### src/design/dcir_pkg.sv
// Shared types and constants for the dual-channel interpolating resampler.
// No dependencies; imported by every module of the block.
package dcir_pkg;

  // Command codes of an input item
  typedef enum logic [1:0] {
    CMD_ADD   = 2'd0,
    CMD_FETCH = 2'd1,
    CMD_CLEAR = 2'd2
  } cmd_e;

  // Input item
  typedef struct packed {
    logic [1:0]         cmd;
    logic               channel;
    logic signed [31:0] au_value;
    logic [26:0]        time_ms;
  } req_t;

  // Result item
  typedef struct packed {
    logic signed [31:0] au_first;
    logic signed [31:0] au_second;
    logic               fresh;
  } pair_t;

  // One queue entry
  typedef struct packed {
    logic signed [31:0] au_first;
    logic signed [31:0] au_second;
  } pair_data_t;

  // Queue control
  typedef struct packed {
    logic clr;
    logic wr;
    logic rd;
  } q_ctl_t;

  // Shared multiply/divide unit
  localparam int MD_W = 61;   // product / dividend width
  localparam int MR_W = 28;   // multiplier / divisor width
  localparam int MC_W = 6;    // iteration counter width

  typedef enum logic {
    MD_MUL = 1'b0,
    MD_DIV = 1'b1
  } md_op_e;

  typedef struct packed {
    logic              start;
    md_op_e            op;
    logic [MD_W-1:0]   a;
    logic [MR_W-1:0]   b;
  } md_req_t;

  localparam logic [9:0]         STEP_RESET = 10'd50;
  localparam logic [2:0]         HIST_FULL  = 3'd4;
  localparam logic signed [31:0] AU_MAX     = 32'sh7fffffff;
  localparam logic signed [31:0] AU_MIN     = 32'sh80000000;

endpackage

### src/design/dual_channel_interp_resampler_top.sv
// Top level of the dual-channel interpolating resampler: history, sequencer, output register.
// Depends on dcir_pkg, dcir_mdu, dcir_queue.

// Add and clear items are taken in the idle state. A fetch that finds pairs queued, or does
// not trigger generation, passes through the pop and delivery states and waits for the
// output register. A fetch that generates runs one divide for the pair count, one multiply
// for the start time, and then per pair up to two interpolations of one multiply and one
// divide each, for at most QUEUE_DEPTH pairs. These steps all run on the shared
// one-bit-per-cycle multiply/divide unit. The block takes no item while a fetch is in
// progress.
module dual_channel_interp_resampler_top #(
  parameter int QUEUE_DEPTH = 30
) (
  input  logic              clk,
  input  logic              rst,
  input  logic              req_valid,
  output logic              req_stall,
  input  dcir_pkg::req_t    req,
  output logic              pair_valid,
  input  logic              pair_stall,
  output dcir_pkg::pair_t   pair,
  input  logic              step_we,
  input  logic [9:0]        step_data
);
  import dcir_pkg::*;

  localparam int CW = $clog2(QUEUE_DEPTH + 1);

  typedef enum logic [3:0] {
    S_IDLE, S_N_DIV, S_T_MUL, S_LINE, S_L_MUL, S_L_DIV, S_WRITE, S_POP, S_POP_RD,
    S_DELIVER
  } state_t;

  state_t             state;
  logic [9:0]         step_ms;
  logic               hist_ch   [4];
  logic signed [31:0] hist_val  [4];
  logic [26:0]        hist_time [4];
  logic [2:0]         hist_count;
  logic               last_ch;
  logic               pending;
  pair_data_t         last_pair;
  pair_t              pend_out;
  logic [CW-1:0]      gen_left;
  logic [26:0]        t_cur;
  logic               line;
  logic signed [31:0] val_a;
  logic signed [31:0] val_b;
  md_req_t            md_req;
  logic               md_done;
  logic [MD_W-1:0]    md_res;
  q_ctl_t             q_ctl;
  pair_data_t         q_wr;
  pair_data_t         q_rd;
  logic [CW-1:0]      q_count;

  logic               accept;
  logic [9:0]         step_eff;
  logic               gen_ok;
  logic [27:0]        n_num;
  logic [27:0]        n_val;
  logic               n_big;
  logic [27:0]        start_j;
  logic signed [31:0] va;
  logic signed [31:0] vb;
  logic [26:0]        ta;
  logic [26:0]        tb;
  logic [27:0]        span_l;
  logic               span_pos;
  logic signed [32:0] diff;
  logic [27:0]        dt;
  logic [32:0]        mag_diff;
  logic [27:0]        mag_dt;
  logic               neg;
  logic [61:0]        q_s;
  logic [61:0]        sum;
  logic signed [31:0] line_val;

  assign accept    = req_valid && !req_stall;
  assign req_stall = (state != S_IDLE);
  assign step_eff  = (step_ms == 10'd0) ? 10'd1 : step_ms;

  // generation window: channels line up and the window is not empty
  assign gen_ok = (hist_ch[0] == hist_ch[2]) && (hist_ch[1] == hist_ch[3]) &&
                  (hist_time[2] > hist_time[1]);
  assign n_num  = ({1'b0, hist_time[2]} - {1'b0, hist_time[1]}) + 28'(step_eff) - 28'd1;
  assign n_val  = md_res[27:0];
  assign n_big  = n_val > 28'(QUEUE_DEPTH);
  assign start_j = n_big ? n_val - 28'(QUEUE_DEPTH) : 28'd0;

  // operands of the channel line under work
  assign va = line ? hist_val[1]  : hist_val[0];
  assign ta = line ? hist_time[1] : hist_time[0];
  assign vb = line ? hist_val[3]  : hist_val[2];
  assign tb = line ? hist_time[3] : hist_time[2];
  assign span_l   = {1'b0, tb} - {1'b0, ta};
  assign span_pos = tb > ta;
  assign diff     = {vb[31], vb} - {va[31], va};
  assign dt       = {1'b0, t_cur} - {1'b0, ta};
  assign mag_diff = diff[32] ? 33'(-diff) : 33'(diff);
  assign mag_dt   = dt[27] ? -dt : dt;
  assign neg      = diff[32] ^ dt[27];

  // sign the quotient, add the base value and saturate
  assign q_s = neg ? -{1'b0, md_res} : {1'b0, md_res};
  assign sum = {{30{va[31]}}, va} + q_s;
  always_comb begin
    if (!sum[61] && (sum[60:31] != '0))
      line_val = AU_MAX;
    else if (sum[61] && (sum[60:31] != '1))
      line_val = AU_MIN;
    else
      line_val = sum[31:0];
  end

  // queue control
  always_comb begin
    q_ctl.clr = (state == S_N_DIV);
    q_ctl.wr  = (state == S_WRITE);
    q_ctl.rd  = (state == S_POP) && (q_count != '0);
  end
  assign q_wr = hist_ch[0] ? pair_data_t'{au_first: val_b, au_second: val_a}
                           : pair_data_t'{au_first: val_a, au_second: val_b};

  // multiply/divide requests, issued at the edge that leaves each state
  always_comb begin
    md_req = '0;
    case (state)
      S_IDLE: begin
        if (accept && (req.cmd == CMD_FETCH) && (q_count == '0) && pending &&
            (hist_count == HIST_FULL) && gen_ok)
          md_req = '{start: 1'b1, op: MD_DIV, a: MD_W'(n_num), b: MR_W'(step_eff)};
      end
      S_N_DIV: begin
        if (md_done)
          md_req = '{start: 1'b1, op: MD_MUL, a: MD_W'(step_eff), b: start_j};
      end
      S_LINE: begin
        if (span_pos)
          md_req = '{start: 1'b1, op: MD_MUL, a: MD_W'(mag_diff), b: mag_dt};
      end
      S_L_MUL: begin
        if (md_done)
          md_req = '{start: 1'b1, op: MD_DIV, a: md_res, b: span_l};
      end
      default: md_req = '0;
    endcase
  end

  // configuration register
  always_ff @(posedge clk) begin
    if (rst) begin
      step_ms <= STEP_RESET;
    end else if (step_we) begin
      step_ms <= step_data;
    end
  end

  // sample history
  always_ff @(posedge clk) begin
    if (rst) begin
      hist_count <= '0;
      last_ch    <= 1'b0;
      for (int i = 0; i < 4; i++) begin
        hist_ch[i]   <= 1'b0;
        hist_val[i]  <= '0;
        hist_time[i] <= '0;
      end
    end else if (accept && (req.cmd == CMD_CLEAR)) begin
      hist_count <= '0;
    end else if (accept && (req.cmd == CMD_ADD) &&
                 !((hist_count != '0) && (last_ch == req.channel))) begin
      last_ch <= req.channel;
      if (hist_count == HIST_FULL) begin
        for (int i = 0; i < 3; i++) begin
          hist_ch[i]   <= hist_ch[i+1];
          hist_val[i]  <= hist_val[i+1];
          hist_time[i] <= hist_time[i+1];
        end
        hist_ch[3]   <= req.channel;
        hist_val[3]  <= req.au_value;
        hist_time[3] <= req.time_ms;
      end else begin
        hist_ch[hist_count[1:0]]   <= req.channel;
        hist_val[hist_count[1:0]]  <= req.au_value;
        hist_time[hist_count[1:0]] <= req.time_ms;
        hist_count <= hist_count + 3'd1;
      end
    end
  end

  // sequencer
  always_ff @(posedge clk) begin
    if (rst) begin
      state      <= S_IDLE;
      pending    <= 1'b0;
      last_pair  <= '0;
      pair_valid <= 1'b0;
      gen_left   <= '0;
      line       <= 1'b0;
    end else begin
      // output register: load on delivery, drop once taken
      if ((state == S_DELIVER) && (!pair_valid || !pair_stall)) begin
        pair       <= pend_out;
        pair_valid <= 1'b1;
      end else if (pair_valid && !pair_stall) begin
        pair_valid <= 1'b0;
      end
      case (state)
        S_IDLE: begin
          if (accept && (req.cmd == CMD_ADD) &&
              !((hist_count != '0) && (last_ch == req.channel))) begin
            pending <= 1'b1;
          end
          if (accept && (req.cmd == CMD_FETCH)) begin
            state <= S_POP;
            if ((q_count == '0) && pending && (hist_count == HIST_FULL)) begin
              pending <= 1'b0;
              if (gen_ok) begin
                state <= S_N_DIV;
              end
            end
          end
        end
        S_N_DIV: begin
          if (md_done) begin
            gen_left <= n_big ? CW'(QUEUE_DEPTH) : n_val[CW-1:0];
            state    <= S_T_MUL;
          end
        end
        S_T_MUL: begin
          if (md_done) begin
            t_cur <= hist_time[1] + md_res[26:0];
            line  <= 1'b0;
            state <= S_LINE;
          end
        end
        S_LINE: begin
          if (!span_pos) begin
            // flat line: value holds
            if (!line) begin
              val_a <= va;
              line  <= 1'b1;
            end else begin
              val_b <= va;
              state <= S_WRITE;
            end
          end else begin
            state <= S_L_MUL;
          end
        end
        S_L_MUL: begin
          if (md_done) begin
            state <= S_L_DIV;
          end
        end
        S_L_DIV: begin
          if (md_done) begin
            if (!line) begin
              val_a <= line_val;
              line  <= 1'b1;
              state <= S_LINE;
            end else begin
              val_b <= line_val;
              state <= S_WRITE;
            end
          end
        end
        S_WRITE: begin
          t_cur    <= t_cur + 27'(step_eff);
          gen_left <= gen_left - 1'b1;
          line     <= 1'b0;
          state    <= (gen_left == CW'(1)) ? S_POP : S_LINE;
        end
        S_POP: begin
          if (q_count == '0) begin
            pend_out <= '{au_first: last_pair.au_first, au_second: last_pair.au_second,
                          fresh: 1'b0};
            state    <= S_DELIVER;
          end else begin
            state <= S_POP_RD;
          end
        end
        S_POP_RD: begin
          last_pair <= q_rd;
          pend_out  <= '{au_first: q_rd.au_first, au_second: q_rd.au_second, fresh: 1'b1};
          state     <= S_DELIVER;
        end
        S_DELIVER: begin
          if (!pair_valid || !pair_stall) begin
            state <= S_IDLE;
          end
        end
        default: state <= S_IDLE;
      endcase
    end
  end

  dcir_mdu u_mdu (
    .clk  (clk),
    .rst  (rst),
    .req  (md_req),
    .done (md_done),
    .res  (md_res)
  );

  dcir_queue #(
    .DEPTH (QUEUE_DEPTH)
  ) u_queue (
    .clk     (clk),
    .rst     (rst),
    .ctl     (q_ctl),
    .wr_data (q_wr),
    .rd_data (q_rd),
    .count   (q_count)
  );

  // a result appears only from the delivery step
  a_rise_from_deliver: assert property (@(posedge clk) disable iff (rst)
    $rose(pair_valid) |-> $past(state == S_DELIVER))
    else $error("result raised outside delivery");

  // the queue never holds more than its depth
  a_queue_bound: assert property (@(posedge clk) disable iff (rst)
    q_count <= CW'(QUEUE_DEPTH))
    else $error("queue overfilled");

  // a queue read is always followed by its capture
  a_pop_capture: assert property (@(posedge clk) disable iff (rst)
    q_ctl.rd |=> (state == S_POP_RD))
    else $error("queue read without capture");

endmodule

### src/design/dcir_mdu.sv
// Iterative unsigned multiply (shift-add) and divide (restoring), one bit per cycle.
// Depends on dcir_pkg.
module dcir_mdu (
  input  logic                        clk,
  input  logic                        rst,
  input  dcir_pkg::md_req_t           req,
  output logic                        done,
  output logic [dcir_pkg::MD_W-1:0]   res
);
  import dcir_pkg::*;

  logic            busy;
  md_op_e          op;
  logic [MC_W-1:0] cnt;
  logic [MD_W-1:0] acc;
  logic [MD_W-1:0] mc;
  logic [MR_W-1:0] mr;
  logic [MR_W:0]   rem;
  logic [MR_W:0]   rem_sh;

  assign res = acc;
  assign rem_sh = {rem[MR_W-1:0], acc[MD_W-1]};

  // control: busy flag, iteration count, done pulse
  always_ff @(posedge clk) begin
    if (rst) begin
      busy <= 1'b0;
      done <= 1'b0;
      cnt  <= '0;
    end else begin
      done <= 1'b0;
      if (req.start) begin
        busy <= 1'b1;
        cnt  <= (req.op == MD_MUL) ? MC_W'(MR_W) : MC_W'(MD_W);
      end else if (busy) begin
        cnt <= cnt - 1'b1;
        if (cnt == MC_W'(1)) begin
          busy <= 1'b0;
          done <= 1'b1;
        end
      end
    end
  end

  // datapath: one add or one compare/subtract per cycle
  always_ff @(posedge clk) begin
    if (req.start) begin
      op  <= req.op;
      acc <= (req.op == MD_MUL) ? '0 : req.a;
      mc  <= req.a;
      mr  <= req.b;
      rem <= '0;
    end else if (busy) begin
      if (op == MD_MUL) begin
        if (mr[0]) acc <= acc + mc;
        mc <= {mc[MD_W-2:0], 1'b0};
        mr <= {1'b0, mr[MR_W-1:1]};
      end else begin
        if (rem_sh >= {1'b0, mr}) begin
          rem <= rem_sh - {1'b0, mr};
          acc <= {acc[MD_W-2:0], 1'b1};
        end else begin
          rem <= rem_sh;
          acc <= {acc[MD_W-2:0], 1'b0};
        end
      end
    end
  end

endmodule

### src/design/dcir_queue.sv
// Pair queue: memory with write/read pointers and fill count, registered read.
// Depends on dcir_pkg.
module dcir_queue #(
  parameter int DEPTH = 30
) (
  input  logic                          clk,
  input  logic                          rst,
  input  dcir_pkg::q_ctl_t              ctl,
  input  dcir_pkg::pair_data_t          wr_data,
  output dcir_pkg::pair_data_t          rd_data,
  output logic [$clog2(DEPTH+1)-1:0]    count
);
  import dcir_pkg::*;

  localparam int AW = $clog2(DEPTH);

  pair_data_t     mem [DEPTH];
  logic [AW-1:0]  wr_ptr;
  logic [AW-1:0]  rd_ptr;

  // storage
  always_ff @(posedge clk) begin
    if (ctl.wr) mem[wr_ptr] <= wr_data;
    if (ctl.rd) rd_data <= mem[rd_ptr];
  end

  // pointers and fill count
  always_ff @(posedge clk) begin
    if (rst || ctl.clr) begin
      wr_ptr <= '0;
      rd_ptr <= '0;
      count  <= '0;
    end else if (ctl.wr) begin
      wr_ptr <= wr_ptr + 1'b1;
      count  <= count + 1'b1;
    end else if (ctl.rd) begin
      rd_ptr <= rd_ptr + 1'b1;
      count  <= count - 1'b1;
    end
  end

endmodule

### config.mk
export PLATFORM = sky130hd
export DESIGN_NAME = dual_channel_interp_resampler_top
export DESIGN_NICKNAME = d
export VERILOG_FILES = /design/src/design/dcir_pkg.sv /design/src/design/dual_channel_interp_resampler_top.sv /design/src/design/dcir_mdu.sv /design/src/design/dcir_queue.sv
export SDC_FILE = /design/constraint.sdc
export NUM_CORES = 2
export LEC_CHECK = 0
export BUFFER_PORTS_ARGS = -buffer_cell sky130_fd_sc_hd__buf_4
export CORE_MARGIN = 5
export CORE_UTILIZATION = 64
export DETAILED_ROUTE_END_ITERATION = 10
export MAX_ROUTING_LAYER = met4
export PLACE_DENSITY = 0.81
export SETUP_SLACK_MARGIN = 0.02
export SYNTH_ARGS = -nofsm -noshare
export SYNTH_HDL_FRONTEND = slang
export SYNTH_HIERARCHICAL = 1
export SYNTH_SLANG_ARGS = --single-unit
### constraint.sdc
create_clock -name clk -period 15.4 [get_ports clk]
set_input_delay 2.31 -clock clk [delete_from_list [all_inputs] [get_ports clk]]
set_output_delay 2.31 -clock clk [all_outputs]
set_load 0.02 [all_outputs]
# Word level (Yosys, flattened, before mapping)
# Memories as Yosys holds them, arrays and structs flattened. A register that Yosys moved wholly into a read port is not among the register bits.
# Index checks and enable logic that the tools add are counted.
# totals
inputBits	77
memories	4
ram_bits	2160
wordCells	286
regBits	513
# memory_table
memory	words	width	rd	rd_clocked_by_memory_dff	wr	line_no	text
u_queue.mem	30	64	1	1	1	dcir_queue.sv:17	pair_data_t mem [DEPTH];
hist_val	4	32	4	0	4	dual_channel_interp_resampler_top.sv:37	logic signed [31:0] hist_val [4];
hist_time	4	27	4	0	4	dual_channel_interp_resampler_top.sv:38	logic [26:0] hist_time [4];
hist_ch	4	1	4	0	4	dual_channel_interp_resampler_top.sv:36	logic hist_ch [4];
# op_classes
n_reduce_logical	62
order_cmp	4
bitwise_logic	18
eq_ne	32
n_addsub	22
muxes	114
# op_table
cell	n
two-way mux 32 bit	17
two-way mux 61 bit	8
two-way mux 91 bit	4
one-hot mux 91 bit (4 select lines)	1
two-way mux 27 bit	8
two-way mux 28 bit	6
one-hot mux 65 bit (2 select lines)	1
one-hot mux 32 bit (2 select lines)	2
subtractor 27 x 27 -> 28 bit	3
two-way mux 65 bit	1
two-way mux 64 bit	1
adder 62 bit	1
two-way mux 62 bit	1
negator 61 -> 62 bit	1
adder 61 bit	1
> comparator 27 bit	2
one-hot mux 27 bit (2 select lines)	1
one-hot mux 4 bit (10 select lines)	1
two-way mux 1 bit	36
two-way mux 33 bit	1
negator 33 bit	1
subtractor 32 x 32 -> 33 bit	1
two-way mux 4 bit	8
OR reduction 32 bit	1
other kinds (58)	144

# Depth between registers and ports, before layout
# An unclocked memory read counts as a cell.
# logic_depth
word_depth	13
depth_mapped	36
depth_no_buf	29

# Modules after synthesis
# Netlist, hierarchy kept.
# modules_own_cells
mod	area_per_inst_um2	instances	cells_each
dcir_queue	75423.6	1	3499
dual_channel_interp_resampler_top	39824.4	1	3966
dcir_mdu	13058.8	1	1349

# Least setup slack after synthesis
# No wires, ideal clock.
# synth_path
path_type	input port to flip-flop
start	input rst
end	register pair[0] in the netlist's numbering, enable pin
path_stages	3
arrival_ps	9499
t_required_ps	14729
setup_slack_ps	5230
cell_sequence	clkbuf_1 > buf_1 > nor4b_1
# synth_between
elab_chain_len	2
# synth_lines
element	line_no	text
start: declaration	dual_channel_interp_resampler_top.sv:15	input logic rst,
inverter 1 bit (no source line)	n/a	
AND reduction 2 bit (no source line)	n/a	
end signal: assignment	dual_channel_interp_resampler_top.sv:204	pair <= pend_out;
end: declaration	dual_channel_interp_resampler_top.sv:21	output dcir_pkg::pair_t pair,
# Every way passes these cells.
# A chain may end at the register's enable or synchronous reset.

# Worst setup path in the final report
# layout_path
start	register line
end	register val_a[0], data pin
# layout_between
elab_chain_len	12
# layout_lines
element	line_no	text
start: declaration	dual_channel_interp_resampler_top.sv:46	logic line;
start signal: assignment	dual_channel_interp_resampler_top.sv:200	line <= 1'b0;
start signal: assignment	dual_channel_interp_resampler_top.sv:234	line <= 1'b0;
start signal: assignment	dual_channel_interp_resampler_top.sv:243	line <= 1'b1;
two-way mux 32 bit, or another cell as far along	dual_channel_interp_resampler_top.sv:94	assign vb = line ? hist_val[3] : hist_val[2];
subtractor 32 x 32 -> 33 bit / subtractor 27 x 27 -> 28 bit (equally long branches)	dual_channel_interp_resampler_top.sv:98, dual_channel_interp_resampler_top.sv:99	
bitwise XOR 1 bit	dual_channel_interp_resampler_top.sv:102	assign neg = diff[32] ^ dt[27];
two-way mux 62 bit	dual_channel_interp_resampler_top.sv:105	assign q_s = neg ? -{1'b0, md_res} : {1'b0, md_res};
adder 62 bit	dual_channel_interp_resampler_top.sv:106	assign sum = {{30{va[31]}}, va} + q_s;
inequality test 30 bit	dual_channel_interp_resampler_top.sv:110	else if (sum[61] && (sum[60:31] != '1))
logical AND 1 bit	dual_channel_interp_resampler_top.sv:110	
two-way mux 32 bit	dual_channel_interp_resampler_top.sv:110	
two-way mux 32 bit	dual_channel_interp_resampler_top.sv:108	if (!sum[61] && (sum[60:31] != '0))
two-way mux 32 bit	dual_channel_interp_resampler_top.sv:259	if (!line) begin
two-way mux 32 bit	dual_channel_interp_resampler_top.sv:258	if (md_done) begin
one-hot mux 32 bit (2 select lines) *	dual_channel_interp_resampler_top.sv:209	case (state)
end signal: assignment	dual_channel_interp_resampler_top.sv:242	val_a <= va;
end signal: assignment	dual_channel_interp_resampler_top.sv:260	val_a <= line_val;
end: declaration	dual_channel_interp_resampler_top.sv:47	logic signed [31:0] val_a;
# Every way passes the cells marked *; elsewhere a longest branch is shown, timed or not. The select of a mux whose other input is x is not followed.

==> reports/summary.txt <==
maximum fanout along the worst path = 80
detailed-placement wirelength estimate = 241.1 mm
post-route ant nets = 0
sum of internal, switching and leakage power = 18,480 uW
Worst EP required = 16.00 ns
CTS Buf Count = 289
clk slew on worst S/H paths = 0.06 ns
layout cell share with drive strength beyond 1 = 0.1647
Startpoint Class = flip-flop
port bufs = 143
Crit path top cell by count = a211oi_1
largest net degree at the start of global routing = 128
Worst-Margin Slew = 1.353 ns
CP Capture Point = val_a[0]
PostCTS Resize Cnt = 0
Mapped Area = 0.1283 sq mm
final worst-path cycle share = 0.7360
area grow syn2layout = 10.22%
cts hold-fix bufs = 0
core box area = 0.1997 sq mm
Slowest cell on crit path = dfxtp_4
root buffer cell = clkbuf_16
die area = 0.2095 sq mm
initial antenna violation count = 18
Final Skew = 0.1138 ns
Setup Fix Bufs, Post-CTS = 0
GPL Wtd Cong = 1.006
CP Class = reg2reg
final hold viol count = 0
# rows = 164
worst r2r src = line
Slew HR = 0.09590
Worst Setup SP = line
number of DRC markers in iteration 0 = 11,985
Synth Flop Type = edfxtp_1
Setup TNS Final = 0 ns
first-pass GRT wire length = 583.4 mm
die height = 457.8 um
final instance area = 0.1414 sq mm
die width = 457.8 um
non-filler cells, final = 11,817
IR drop worst, VDD = 0.09938 mV
# IOs = 144
post-synthesis cell type count = 111
nets = 9,401
r2r worst-path depth = 28
EDFF count, synth = 2,596
post-synthesis net count = 9,272
Initial Util = 0.6426
register bit total from synthesis = 2,737
RSZ-0062 raised after global routing = no
Critical Path AT = 11.93 ns
CTS Buffer Depth = 4
grt total ovfl = 0
DR DRC count = 0
final hold slack = 0.3886 ns
R2R Setup Slk = 4.07 ns
cell depth of the worst min-delay path = 0
Max Cap Viol = 0
CP Buf/Inv Count = 2
Cells after Synth = 8,814
multi-input logic area = 0.04493 sq mm
fillers = 12,189
GRT Util Overall = 0.3937
routed vias = 84,304
fin. max-slew vios = 0
placed instance area = 0.1323 sq mm
Clock Latency Late Sink = 0.99 ns
Final min period = 11.33 ns
Reg area = 0.08080 sq mm
async set or reset register ratio after synthesis = 0
HP Class = reg2reg
drt total wl = 406.2 mm
Leak Pwr = 0.04725 uW
Achievable Freq = 88.23 MHz
CP delay by family, top = compound AO/OA/AOI/OAI gates
Setup-failing EPs final = 0
First-pass DRT Iterations = 8
Cell Count Post-Placement = 11,308
CTS Sinks = 2,737
FF-to-FF End = val_a[0]
drt wl/cell = 34.37 um
vias per cell = 7.134
synth warn = 6
Critical Path Stages = 28
status = finished, final reports clean
H-tree lvl count = 5
pwr dens = 130.7 mW/mm^2
register area share after synthesis = 0.6296
CTS tree = yes
Setup crit end kind = flip-flop
CP max stage delay = 0.99 ns
Mean Syn Cell Area = 14.56 sq um
vias in the first global route = 84,180
-- worst min path at each step --
stage                 start        to  slack [ns]
6_report       pend_out[44]  pair[44]        0.39
3_5_place_dp    pend_out[4]   pair[4]        0.41
4_1_cts        pend_out[44]  pair[44]        0.40
3_3_place_gp   pend_out[39]  pair[39]        0.40
5_1_grt        pend_out[44]  pair[44]        0.42
2_1_floorplan   pend_out[0]   pair[0]        0.40
-- state kept, by name, summed over array words and instances, names as in the netlist, 32 cells and up --
signal           count
u_queue/rd_data     64
pair                65
pend_out            65
u_mdu/mc            61
u_queue/mem       1920
u_mdu/res           61
hist_val           128
val_a               32
hist_time          108
val_b               32
last_pair           64
-- logic make-up after synthesis --
| group | count (synthesis) | synth area share |
|---|---|---|
| XOR/XNOR | 411 | 0.02806 |
| AO/OA/AOI/OAI | 2084 | 0.1104 |
| multiplexers | 954 | 0.1092 |
| AND/OR/NAND/NOR | 1548 | 0.06062 |
| adder cells (fa/ha/maj) | 381 | 0.03879 |
| flip-flops | 2737 | 0.6296 |
| buffers and inverters | 699 | 0.02339 |
-- area by class of cell --
cell class,instances,share of cell area
timing repair buffer,317,0.01709
antenna,13,0.0002300
multi-input combinational,5378,0.3177
sequential,2737,0.5713
clock buffer,382,0.05614
clock inverter,114,0.008175
inverter,220,0.005857
tap,2656,0.02350
-- per-stage QoR --
| step | util | worst slack [ns] |
|---|---|---|
| 2_1_floorplan | - | 5.230 |
| 3_3_place_gp | 0.6626 | 4.542 |
| 3_5_place_dp | 0.6626 | 4.366 |
| 4_1_cts | 0.7082 | 4.321 |
| 5_1_grt | 0.7083 | 3.364 |
| 6_report | 0.7083 | 4.066 |
-- cells in the final DEF, fill, tap and decap left out, types with 37 or more instances in the layout --
cell type,synthesis,layout
dfxtp_1,141,135
and3_1,38,37
nor2b_1,176,172
a22oi_1,178,178
clkbuf_1,335,65
o21a_1,45,45
a2111oi_0,40,39
nand4_1,63,63
nor2_1,385,358
buf_4,37,314
a31oi_1,39,39
o21ai_0,430,428
mux2i_1,350,350
a21o_1,157,157
nand2_1,364,360
ha_1,353,353
nand2b_1,45,42
mux2_2,275,275
xor2_1,176,176
a22o_1,222,222
inv_1,219,218
a21oi_1,447,446
nor3_1,121,109
or3_1,40,40
nand3_1,99,98
and2_1,57,54
mux4_2,329,329
edfxtp_1,2596,2596
a211oi_1,57,57
o21bai_1,47,47
xnor2_1,235,235
clkbuf_16,0,296
o22ai_1,100,100
-- routing by layer --
layer | vias up | global-route usage | wire length (um)
li1 | 34924 | - | -
met1 | 41479 | 0.4869 | 139100
met2 | 6356 | 0.6135 | 192900
met3 | 1545 | 0.07253 | 44120
met4 | 0 | 0.2330 | 30080
met5 | - | - | 0
-- report_power, final --
group          internal (uW)  switching, uW  total (uW)
logic                   1130           2040        3170
clock network           3990           2920        6910
registers               8280            113        8400
total                  13400           5080       18500
-- Yosys cell counts (58+ instances only) --
library cell  number  area, sq um
mux4_2           329         7410
nand4_1           63        394.1
mux2i_1          350         3503
ha_1             353         4417
nor2_1           385         1445
o21ai_0          430         2152
nand2_1          364         1366
mux2_2           275         3097
a21oi_1          447         2237
clkbuf_1         335         1257
nor3_1           121        605.6
o22ai_1          100        625.6
a22oi_1          178         1336
buf_2             58        290.3
edfxtp_1        2596        77950
xor2_1           176         1541
a21o_1           157         1179
a22o_1           222         1944
nand3_1           99        495.5
dfxtp_1          141         2823
inv_1            219        822.0
nor2b_1          176         1101
xnor2_1          235         2058
Power figures use the tool's default switching activity.
